$ cat config.mk
export PLATFORM = sky130hd
export DESIGN_NAME = fixed_packet_framer_batcher
export DESIGN_NICKNAME = d
export VERILOG_FILES = /design/src/rtl/fpfb_pkg.sv /design/src/rtl/fpfb_front.sv /design/src/rtl/fpfb_queue.sv /design/src/rtl/fpfb_back.sv /design/src/rtl/fixed_packet_framer_batcher.sv
export VERILOG_INCLUDE_DIRS = /design/src /design/src/rtl
export SDC_FILE = /design/constraint.sdc
export NUM_CORES = 1
export LEC_CHECK = 0
export ABC_CLOCK_PERIOD_IN_PS = 5500
export BUFFER_PORTS_ARGS = -buffer_cell sky130_fd_sc_hd__buf_4
export CORE_MARGIN = 5
export CORE_UTILIZATION = 40
export CTS_CLUSTER_DIAMETER = 200
export CTS_CLUSTER_SIZE = 16
export DETAILED_ROUTE_END_ITERATION = 7
export HOLD_SLACK_MARGIN = 0.1
export PLACE_DENSITY = 0.58
export SYNTH_ARGS = -nofsm -noshare
export SYNTH_HDL_FRONTEND = slang
export SYNTH_SLANG_ARGS = --single-unit
$ cat constraint.sdc
create_clock -name clk -period 5.5 [get_ports clk]
set_input_delay 0.825 -clock clk [delete_from_list [all_inputs] [get_ports clk]]
set_output_delay 0.825 -clock clk [all_outputs]
set_load 0.05 [all_outputs]
$ cat src/rtl/assert_macros.svh
// shared assertion macros for the packet framer
`ifndef ASSERT_MACROS_SVH
`define ASSERT_MACROS_SVH

// antecedent implies consequent in the same cycle
`define FPFB_ASSERT_IMPLY(label, clk, rst_n, ante, cons, msg) \
    label: assert property (@(posedge clk) disable iff (!rst_n) (ante) |-> (cons)) \
        else $error(msg);

// condition must never hold
`define FPFB_ASSERT_NEVER(label, clk, rst_n, cond, msg) \
    label: assert property (@(posedge clk) disable iff (!rst_n) !(cond)) \
        else $error(msg);

`endif

$ cat src/rtl/fpfb_pkg.sv
package fpfb_pkg;

    localparam int HEADER_BYTES     = 18;
    localparam int PACKET_BYTES_DEF = 1024;
    localparam int HDR_W            = 8 * HEADER_BYTES;
    localparam int HIDX_W           = $clog2(HEADER_BYTES + 1);
    localparam int QDEPTH           = 4;
    localparam int QPTR_W           = $clog2(QDEPTH);
    localparam int QCNT_W           = $clog2(QDEPTH + 1);

    localparam logic [7:0] SYNC_HI = 8'hEB;
    localparam logic [7:0] SYNC_LO = 8'h90;

    // configuration register indexes
    localparam int CFG_IDX_W = 2;
    localparam int CFG_DATA_W = 48;
    localparam logic [CFG_IDX_W-1:0] REG_DEST     = 2'd0;
    localparam logic [CFG_IDX_W-1:0] REG_SOURCE   = 2'd1;
    localparam logic [CFG_IDX_W-1:0] REG_PRIORITY = 2'd2;
    localparam logic [CFG_IDX_W-1:0] REG_BATCH    = 2'd3;

    localparam logic [47:0] DEST_RST     = 48'd1;
    localparam logic [47:0] SOURCE_RST   = 48'd2;
    localparam logic [15:0] PRIORITY_RST = 16'd1;
    localparam logic [15:0] BATCH_RST    = 16'd1024;

    // one classified input item
    typedef struct packed {
        logic [7:0]  data_byte;
        logic        start;
        logic [15:0] clen;
        logic [9:0]  pad;
        logic        eop;
        logic        eob;
    } cmd_t;

    // header fields taken from configuration
    typedef struct packed {
        logic [47:0] dest_address;
        logic [47:0] source_address;
        logic [15:0] priority_word;
    } hdr_cfg_t;

    function automatic logic [7:0] hdr_byte(logic [HIDX_W-1:0] idx, logic [15:0] clen,
                                            hdr_cfg_t cfg);
        logic [HDR_W-1:0]  v;
        logic [HIDX_W-1:0] pos;
        v   = {SYNC_HI, SYNC_LO, clen, cfg.dest_address, cfg.source_address,
               cfg.priority_word};
        pos = HIDX_W'(HEADER_BYTES - 1) - idx;
        return v[{pos, 3'b000} +: 8];
    endfunction

endpackage

$ cat src/rtl/fpfb_front.sv
module fpfb_front #(
    parameter int PACKET_BYTES = fpfb_pkg::PACKET_BYTES_DEF
) (
    input  logic               clk,
    input  logic               rst_n,
    input  logic               push,
    input  logic [7:0]         data_byte,
    input  logic [23:0]        payload_total,
    input  logic [15:0]        batch_packets,
    input  logic               q_full,
    output logic               q_push,
    output fpfb_pkg::cmd_t     q_cmd
);
    import fpfb_pkg::*;

    localparam int CHUNK_BYTES = PACKET_BYTES - HEADER_BYTES;
    localparam int CW          = $clog2(PACKET_BYTES);

    logic [23:0]   rem_reg, rem_next;
    logic [CW-1:0] clen_reg, clen_next;
    logic [CW-1:0] off_reg, off_next;
    logic [15:0]   batch_reg, batch_next;

    logic [23:0]   rem_cur;
    logic [CW-1:0] off_cur, off_inc, pad_full;
    logic [15:0]   cnt_inc, goal;
    logic          start, eop, eob;

    assign q_push = push && !q_full;

    always_comb
    begin
        // new payload latches its length
        if (rem_reg == 24'd0)
        begin
            rem_cur = (payload_total == 24'd0) ? 24'd1 : payload_total;
            off_cur = '0;
        end
        else
        begin
            rem_cur = rem_reg;
            off_cur = off_reg;
        end
        start = (off_cur == '0);
        if (start)
            clen_next = (rem_cur < 24'(CHUNK_BYTES)) ? CW'(rem_cur) : CW'(CHUNK_BYTES);
        else
            clen_next = clen_reg;
        off_inc  = off_cur + 1'b1;
        rem_next = rem_cur - 24'd1;
        eop      = (off_inc >= clen_next);
        pad_full = CW'(CHUNK_BYTES) - clen_next;
        cnt_inc  = batch_reg + 16'd1;
        goal     = (batch_packets == 16'd0) ? 16'd1 : batch_packets;
        eob      = eop && (cnt_inc >= goal);
        off_next = eop ? '0 : off_inc;
        if (eob)
            batch_next = '0;
        else if (eop)
            batch_next = cnt_inc;
        else
            batch_next = batch_reg;

        q_cmd.data_byte = data_byte;
        q_cmd.start     = start;
        q_cmd.clen      = 16'(clen_next);
        q_cmd.pad       = eop ? 10'(pad_full) : 10'd0;
        q_cmd.eop       = eop;
        q_cmd.eob       = eob;
    end

    always_ff @(posedge clk or negedge rst_n)
    begin
        if (!rst_n)
        begin
            rem_reg   <= '0;
            clen_reg  <= '0;
            off_reg   <= '0;
            batch_reg <= '0;
        end
        else if (q_push)
        begin
            rem_reg   <= rem_next;
            clen_reg  <= clen_next;
            off_reg   <= off_next;
            batch_reg <= batch_next;
        end
    end

endmodule

$ cat src/rtl/fpfb_queue.sv
`include "assert_macros.svh"

module fpfb_queue (
    input  logic           clk,
    input  logic           rst_n,
    input  logic           push,
    input  fpfb_pkg::cmd_t push_cmd,
    output logic           full,
    input  logic           pop,
    output fpfb_pkg::cmd_t head,
    output logic           empty
);
    import fpfb_pkg::*;

    cmd_t              slot_reg [QDEPTH];
    logic [QPTR_W-1:0] wr_reg, wr_next;
    logic [QPTR_W-1:0] rd_reg, rd_next;
    logic [QCNT_W-1:0] cnt_reg, cnt_next;
    logic              do_push, do_pop;

    assign full    = (cnt_reg == QCNT_W'(QDEPTH));
    assign empty   = (cnt_reg == '0);
    assign head    = slot_reg[rd_reg];
    assign do_push = push && !full;
    assign do_pop  = pop && !empty;

    always_comb
    begin
        wr_next  = do_push ? wr_reg + 1'b1 : wr_reg;
        rd_next  = do_pop ? rd_reg + 1'b1 : rd_reg;
        cnt_next = cnt_reg + QCNT_W'(do_push) - QCNT_W'(do_pop);
    end

    always_ff @(posedge clk or negedge rst_n)
    begin
        if (!rst_n)
        begin
            wr_reg  <= '0;
            rd_reg  <= '0;
            cnt_reg <= '0;
        end
        else
        begin
            wr_reg  <= wr_next;
            rd_reg  <= rd_next;
            cnt_reg <= cnt_next;
        end
    end

    always_ff @(posedge clk)
    begin
        if (do_push)
            slot_reg[wr_reg] <= push_cmd;
    end

    `FPFB_ASSERT_NEVER(a_q_overflow, clk, rst_n, push && full, "push into full queue")
    `FPFB_ASSERT_IMPLY(a_q_ptrs, clk, rst_n, empty || full, wr_reg == rd_reg,
                       "queue pointers disagree with count")

endmodule

$ cat src/rtl/fpfb_back.sv
`include "assert_macros.svh"

module fpfb_back (
    input  logic              clk,
    input  logic              rst_n,
    input  fpfb_pkg::hdr_cfg_t hdr_cfg,
    input  fpfb_pkg::cmd_t    head,
    input  logic              q_empty,
    output logic              q_pop,
    input  logic              pop,
    output logic              empty,
    output logic [7:0]        out_byte,
    output logic [9:0]        pad_after,
    output logic              end_of_packet,
    output logic              end_of_batch,
    output logic              last_of_run
);
    import fpfb_pkg::*;

    logic [HIDX_W-1:0] idx_reg, idx_next;
    logic              vld_reg, vld_next;
    logic [7:0]        byte_reg;
    logic [9:0]        pad_reg;
    logic              eop_reg, eob_reg, last_reg;
    logic              emit, in_hdr;

    assign emit   = !q_empty && (!vld_reg || pop);
    assign in_hdr = head.start && (idx_reg < HIDX_W'(HEADER_BYTES));
    assign q_pop  = emit && !in_hdr;

    always_comb
    begin
        idx_next = idx_reg;
        if (emit)
            idx_next = in_hdr ? idx_reg + 1'b1 : '0;
        vld_next = emit || (vld_reg && !pop);
    end

    always_ff @(posedge clk or negedge rst_n)
    begin
        if (!rst_n)
        begin
            idx_reg <= '0;
            vld_reg <= 1'b0;
        end
        else
        begin
            idx_reg <= idx_next;
            vld_reg <= vld_next;
        end
    end

    always_ff @(posedge clk)
    begin
        if (emit)
        begin
            if (in_hdr)
            begin
                byte_reg <= hdr_byte(idx_reg, head.clen, hdr_cfg);
                pad_reg  <= '0;
                eop_reg  <= 1'b0;
                eob_reg  <= 1'b0;
                last_reg <= 1'b0;
            end
            else
            begin
                byte_reg <= head.data_byte;
                pad_reg  <= head.pad;
                eop_reg  <= head.eop;
                eob_reg  <= head.eob;
                last_reg <= 1'b1;
            end
        end
    end

    assign empty         = !vld_reg;
    assign out_byte      = byte_reg;
    assign pad_after     = pad_reg;
    assign end_of_packet = eop_reg;
    assign end_of_batch  = eob_reg;
    assign last_of_run   = last_reg;

    `FPFB_ASSERT_IMPLY(a_hdr_owner, clk, rst_n, idx_reg != '0, !q_empty && head.start,
                       "header in progress without a starting item")
    `FPFB_ASSERT_IMPLY(a_hdr_done, clk, rst_n, $past(q_pop) && $past(head.start),
                       idx_reg == '0, "header counter not cleared after data byte")

endmodule

$ cat src/rtl/fixed_packet_framer_batcher.sv
// channel   | direction | handshake        | payload
// ----------+-----------+------------------+------------------------------------------
// input     | in        | push / full      | data_byte, payload_total
// result    | out       | pop / empty      | out_byte, pad_after, end_of_packet,
//           |           |                  | end_of_batch, last_of_run
// config    | in        | cfg_we           | cfg_index, cfg_data
//
// an input byte that opens a packet yields 19 result transactions (18 header bytes
// and the data byte), any other byte yields one; the back end emits one byte a cycle
// while the queue holds a command and the result register is empty or popped; while
// the 4-entry command queue has room a new byte is taken every cycle, so the long-run
// input rate is set by the back end: 1006 inputs per 1024 results for a full chunk at
// the default packet size; a push passes the queue slot and then the result register
// rst_n is asynchronous, clears payload, packet and batch state and resets config
// a stalled result side fills the queue and raises full; the result register holds
module fixed_packet_framer_batcher #(
    parameter int PACKET_BYTES = fpfb_pkg::PACKET_BYTES_DEF
) (
    input  logic                               clk,
    input  logic                               rst_n,
    // input transactions
    input  logic                               push,
    output logic                               full,
    input  logic [7:0]                         data_byte,
    input  logic [23:0]                        payload_total,
    // result transactions
    output logic                               empty,
    input  logic                               pop,
    output logic [7:0]                         out_byte,
    output logic [9:0]                         pad_after,
    output logic                               end_of_packet,
    output logic                               end_of_batch,
    output logic                               last_of_run,
    // configuration writes
    input  logic                               cfg_we,
    input  logic [fpfb_pkg::CFG_IDX_W-1:0]     cfg_index,
    input  logic [fpfb_pkg::CFG_DATA_W-1:0]    cfg_data
);
    import fpfb_pkg::*;

    // configuration registers
    logic [47:0] dest_reg;
    logic [47:0] source_reg;
    logic [15:0] prio_reg;
    logic [15:0] batch_reg;

    hdr_cfg_t hdr_cfg;

    // front to queue, queue to back
    logic q_push, q_full, q_pop, q_empty;
    cmd_t q_cmd, q_head;

    always_ff @(posedge clk or negedge rst_n)
    begin
        if (!rst_n)
        begin
            dest_reg   <= DEST_RST;
            source_reg <= SOURCE_RST;
            prio_reg   <= PRIORITY_RST;
            batch_reg  <= BATCH_RST;
        end
        else if (cfg_we)
        begin
            unique case (cfg_index)
                REG_DEST:     dest_reg   <= cfg_data;
                REG_SOURCE:   source_reg <= cfg_data;
                REG_PRIORITY: prio_reg   <= cfg_data[15:0];
                REG_BATCH:    batch_reg  <= cfg_data[15:0];
                default:      ;
            endcase
        end
    end

    assign hdr_cfg.dest_address   = dest_reg;
    assign hdr_cfg.source_address = source_reg;
    assign hdr_cfg.priority_word  = prio_reg;

    // front end: latches payload length, tracks chunk offset and batch count,
    // classifies each byte as packet start / end or batch end and works out padding
    fpfb_front #(
        .PACKET_BYTES (PACKET_BYTES)
    ) u_front (
        .clk           (clk),
        .rst_n         (rst_n),
        .push          (push),
        .data_byte     (data_byte),
        .payload_total (payload_total),
        .batch_packets (batch_reg),
        .q_full        (q_full),
        .q_push        (q_push),
        .q_cmd         (q_cmd)
    );

    // short command queue decouples the two sides
    fpfb_queue u_queue (
        .clk      (clk),
        .rst_n    (rst_n),
        .push     (q_push),
        .push_cmd (q_cmd),
        .full     (q_full),
        .pop      (q_pop),
        .head     (q_head),
        .empty    (q_empty)
    );

    // back end: expands a packet start into the header bytes, then the data byte
    fpfb_back u_back (
        .clk           (clk),
        .rst_n         (rst_n),
        .hdr_cfg       (hdr_cfg),
        .head          (q_head),
        .q_empty       (q_empty),
        .q_pop         (q_pop),
        .pop           (pop),
        .empty         (empty),
        .out_byte      (out_byte),
        .pad_after     (pad_after),
        .end_of_packet (end_of_packet),
        .end_of_batch  (end_of_batch),
        .last_of_run   (last_of_run)
    );

    // input side stalls only on a full queue
    assign full = q_full;

    // batch end only ever rides on a packet end
    `FPFB_ASSERT_IMPLY(a_eob_eop, clk, rst_n, !empty && end_of_batch, end_of_packet,
                       "batch end without packet end")
    // padding is reported only on the closing data byte of a packet
    `FPFB_ASSERT_IMPLY(a_pad_eop, clk, rst_n, !empty && (pad_after != 10'd0),
                       end_of_packet && last_of_run, "padding on a non-final byte")

endmodule

==> flow_metrics.py <==
metrics = {
    "cts": {
        "clock_path_buffers": 3,
        "h-tree-depth": 1,
        "insertion_delay_ns": 0.55,
        "numClockSinks": 346,
        "cts_root_buffer": "clkbuf_16",
        "cts_tree": "built",
        "numCtsBuffers": 25,
        "clk_transition_reported_paths_ns": 0.08,
        "holdBufCountCts": 0,
    },
    "drt": {
        "first_pass_iters": 5,
        "drc": 0,
        "antenna_left": 0,
        "routedWlPerCell_um": 21.1,
        "drtIter0Drc": 797,
        "finalWirelength_mm": 39.8,
        "routed_via_density": 5.60,
        "via_count": 10600,
    },
    "worst_setup_path": {
        "critPathCaptureType": "flip-flop",
        "timing.rr.start": "u_front.rem_reg[4]",
        "worstSetupStartpoint": "u_front.rem_reg[4]",
        "critical_path_class": "flip-flop to flip-flop",
        "r2r_setup_slack_ns": 0.39,
        "path_max_fanout": 17,
        "arrival_ns": 5.55,
        "crit_required_ns": 5.94,
        "cp-start-kind": "flip-flop",
    },
    "synth": {
        "ys_seq_area_frac": 0.565,
        "synth_area_leaders": "dfrtp_1 30%, edfxtp_1 26%, mux2_2 8.7%",
        "synth_top_area_share": 0.297,
        "yosysUniqueCellTypes": 76,
        "yosys-top-cells-count": "197 x dfrtp_1, 145 x edfxtp_1, 129 x mux2_2",
        "netlist_instances": 1234,
        "avgSynthCellArea_um2": 13.5,
        "yosysTopAreaCell": "dfrtp_1",
        "synth_nets": 1364,
        "ys.flop_type": "dfrtp_1",
        "yosysMostFrequentCell": "dfrtp_1",
        "synth_edf_count": 145,
        "synth_warnings": 0,
        "ys_async_sr_fraction": 0.581,
        "syn_area_mm2": 0.0166,
        "synth-seq-cells": 346,
    },
    "global_routing": {
        "grt_antenna_before_repair": 0,
        "grt_max_degree": 89,
        "track_usage": 0.174,
        "grtUsageMet2": 0.295,
        "met3_usage": 0.0198,
        "grt_pass1_vias": 11000,
        "globalRouteOverflowTotal": 0,
        "grt.met1_usage": 0.246,
        "top_usage_layer": "met2",
        "grt_pass1_wl_mm": 63.0,
    },
    "timing": {
        "relSlewSlack": 0.289,
        "rsz0062_at_grt": "false",
        "skew_ns": 0.0186,
        "slew_viol_final": 0,
        "finalCriticalPeriod_ns": 5.11,
        "setup_viol": 0,
        "hold_viol": 0,
        "tightestPinTransition_ns": 1.06,
        "period_share": 0.930,
        "fmax_mhz": 196,
        "setup_tns_ns": 0,
    },
    "final_layout": {
        "fin_area_mm2": 0.0188,
        "diodes": 0,
        "largest_reg_flops": 124,
        "finalNetCount": 1471,
        "area_delta_synth_final_pct": 13.3,
        "drive_gt1_frac": 0.292,
    },
    "power": {
        "swShare": 0.368,
        "switching_power_mw": 3.47,
        "clkPwrFrac": 0.184,
        "pwr-share-comb": 0.407,
        "cellLeakagePower_nw": 7.50,
        "seq_power_share": 0.409,
        "p_per_area_mw_per_mm2": 500,
        "ir_worst_vdd_mv": 0.232,
        "internal_power_mw": 5.95,
    },
    "placed_design": {
        "gp_congestion": 0.867,
        "place.port_buffers": 109,
        "dpl_cell_area_mm2": 0.0181,
        "hpwlAfterDp_mm": 27.0,
    },
    "floorplanning": {
        "initial_utilization": 0.405,
        "die_h_um": 214,
        "dieArea_mm2": 0.0457,
        "rows": 74,
        "core_mm2": 0.0410,
        "die_x_um": 214,
        "pin_count": 110,
    },
    "hold_path": {
        "worstHoldPathType": "primary input to asynchronous set/reset pin",
    },
    "outcome": {
        "status": "finished clean",
    },
    "job": {
        "cap_violations": 0,
    },
}
## path summary, 6_finish.rpt
| kind | to | depth (start not counted) |
|---|---|---|
| min in group clk | u_back.vld_reg | 2 |
| worst min-delay path | prio_reg[11] | 1 |
| worst max-delay path | u_front.batch_reg[7] | 20 |
| worst max register to register | u_front.batch_reg[7] | 20 |
| worst min register to register | u_front.clen_reg[9] | 2 |
| max in group asynchronous | u_back.idx_reg[0] | 2 |
## metal layers
layer  share of wire  vias up
met5               0        -
met4           0.019        0
met3           0.040       47
met2            0.49      246
met1            0.45     5389
li1                -     4893
## power by group through the flow
stage	Sequential, mW	Clock, mW	Combinational, mW
5_1_grt	3.93	1.89	4.18
3_5_place_dp	3.90	0	3.87
4_1_cts	3.86	1.80	3.88
2_1_floorplan	4.04	0	2.47
3_3_place_gp	3.88	0	3.84
6_report	3.85	1.74	3.83
## worst max-delay path, cell delays in order (launching register included)
cell and delay [ns]:
dfrtp_1 0.42, or3_1 0.19, and4b_1 0.22, nand2_1 0.22
nand2_1 0.11, ha_1 0.27, and3_1 0.21, a31oi_1 0.34
clkinv_1 0.30, buf_4 0.24, a41oi_1 0.23, inv_1 0.15
ha_1 0.32, a21o_1 0.16, a21o_1 0.18, a21oi_1 0.20
a32o_1 0.28, a211o_2 0.37, a211oi_4 0.09, buf_12 0.20
a221o_1 0.29
## area by class of cell
class / count / area, um^2
multi-input combinational: 778 / 6810
clock buffer: 43 / 693
clock inverter: 1 / 8.76
fill: 3676 / 22200
tap: 532 / 666
sequential: 346 / 9390
timing repair buffer: 143 / 1090
inverter: 47 / 176
## cell usage in the layout, fill, tap and decap left out, types with 7 or more instances in the layout
| cell type | n |
|---|---|
| dfrtp_1 | 195 |
| nand2b_1 | 9 |
| nand2_1 | 71 |
| o21ai_1 | 11 |
| mux2i_1 | 13 |
| inv_1 | 44 |
| a31o_2 | 7 |
| xnor2_1 | 15 |
| and2_1 | 7 |
| clkbuf_16 | 25 |
| nor2b_1 | 18 |
| nand3_1 | 36 |
| and3_1 | 17 |
| ha_1 | 42 |
| nor2_1 | 50 |
| a21oi_1 | 38 |
| o21ai_0 | 48 |
| edfxtp_1 | 145 |
| nor4_1 | 14 |
| a21o_1 | 14 |
| nand4_1 | 7 |
| buf_4 | 141 |
| a22o_1 | 13 |
| mux4_2 | 64 |
| xor2_1 | 16 |
| mux2_2 | 129 |
| a31oi_1 | 21 |
| nor3_1 | 14 |
| a211oi_1 | 9 |
| o211ai_1 | 7 |
| clkbuf_1 | 18 |
## what timing repair did
item,CTS,global route
hold endpoints to repair,0,0
resized for setup,0,0
setup endpoints to repair,0,16
setup buffers,0,1
## metrics by stage
stage	utilization	instances	hold slack, ns	setup WS (ns)	total power [mW]
2_1_floorplan	-	1234	0.445	0.446	6.52
3_3_place_gp	0.442	1845	0.482	0.392	7.73
3_5_place_dp	0.442	1845	0.478	0.348	7.77
4_1_cts	0.459	1889	0.371	0.334	9.54
5_1_grt	0.459	1890	0.382	0.0980	10.0
6_report	0.459	1890	0.338	0.386	9.42
## kinds of logic after synthesis
group | Yosys count | share of synthesized area
buf+inv | 110 | 0.0268
xor+xnor | 31 | 0.0163
flops | 346 | 0.565
fa+ha+maj | 43 | 0.0328
compound gates | 223 | 0.0926
mux | 206 | 0.182
simple gates | 275 | 0.0848
Power figures use the tool's default switching activity.
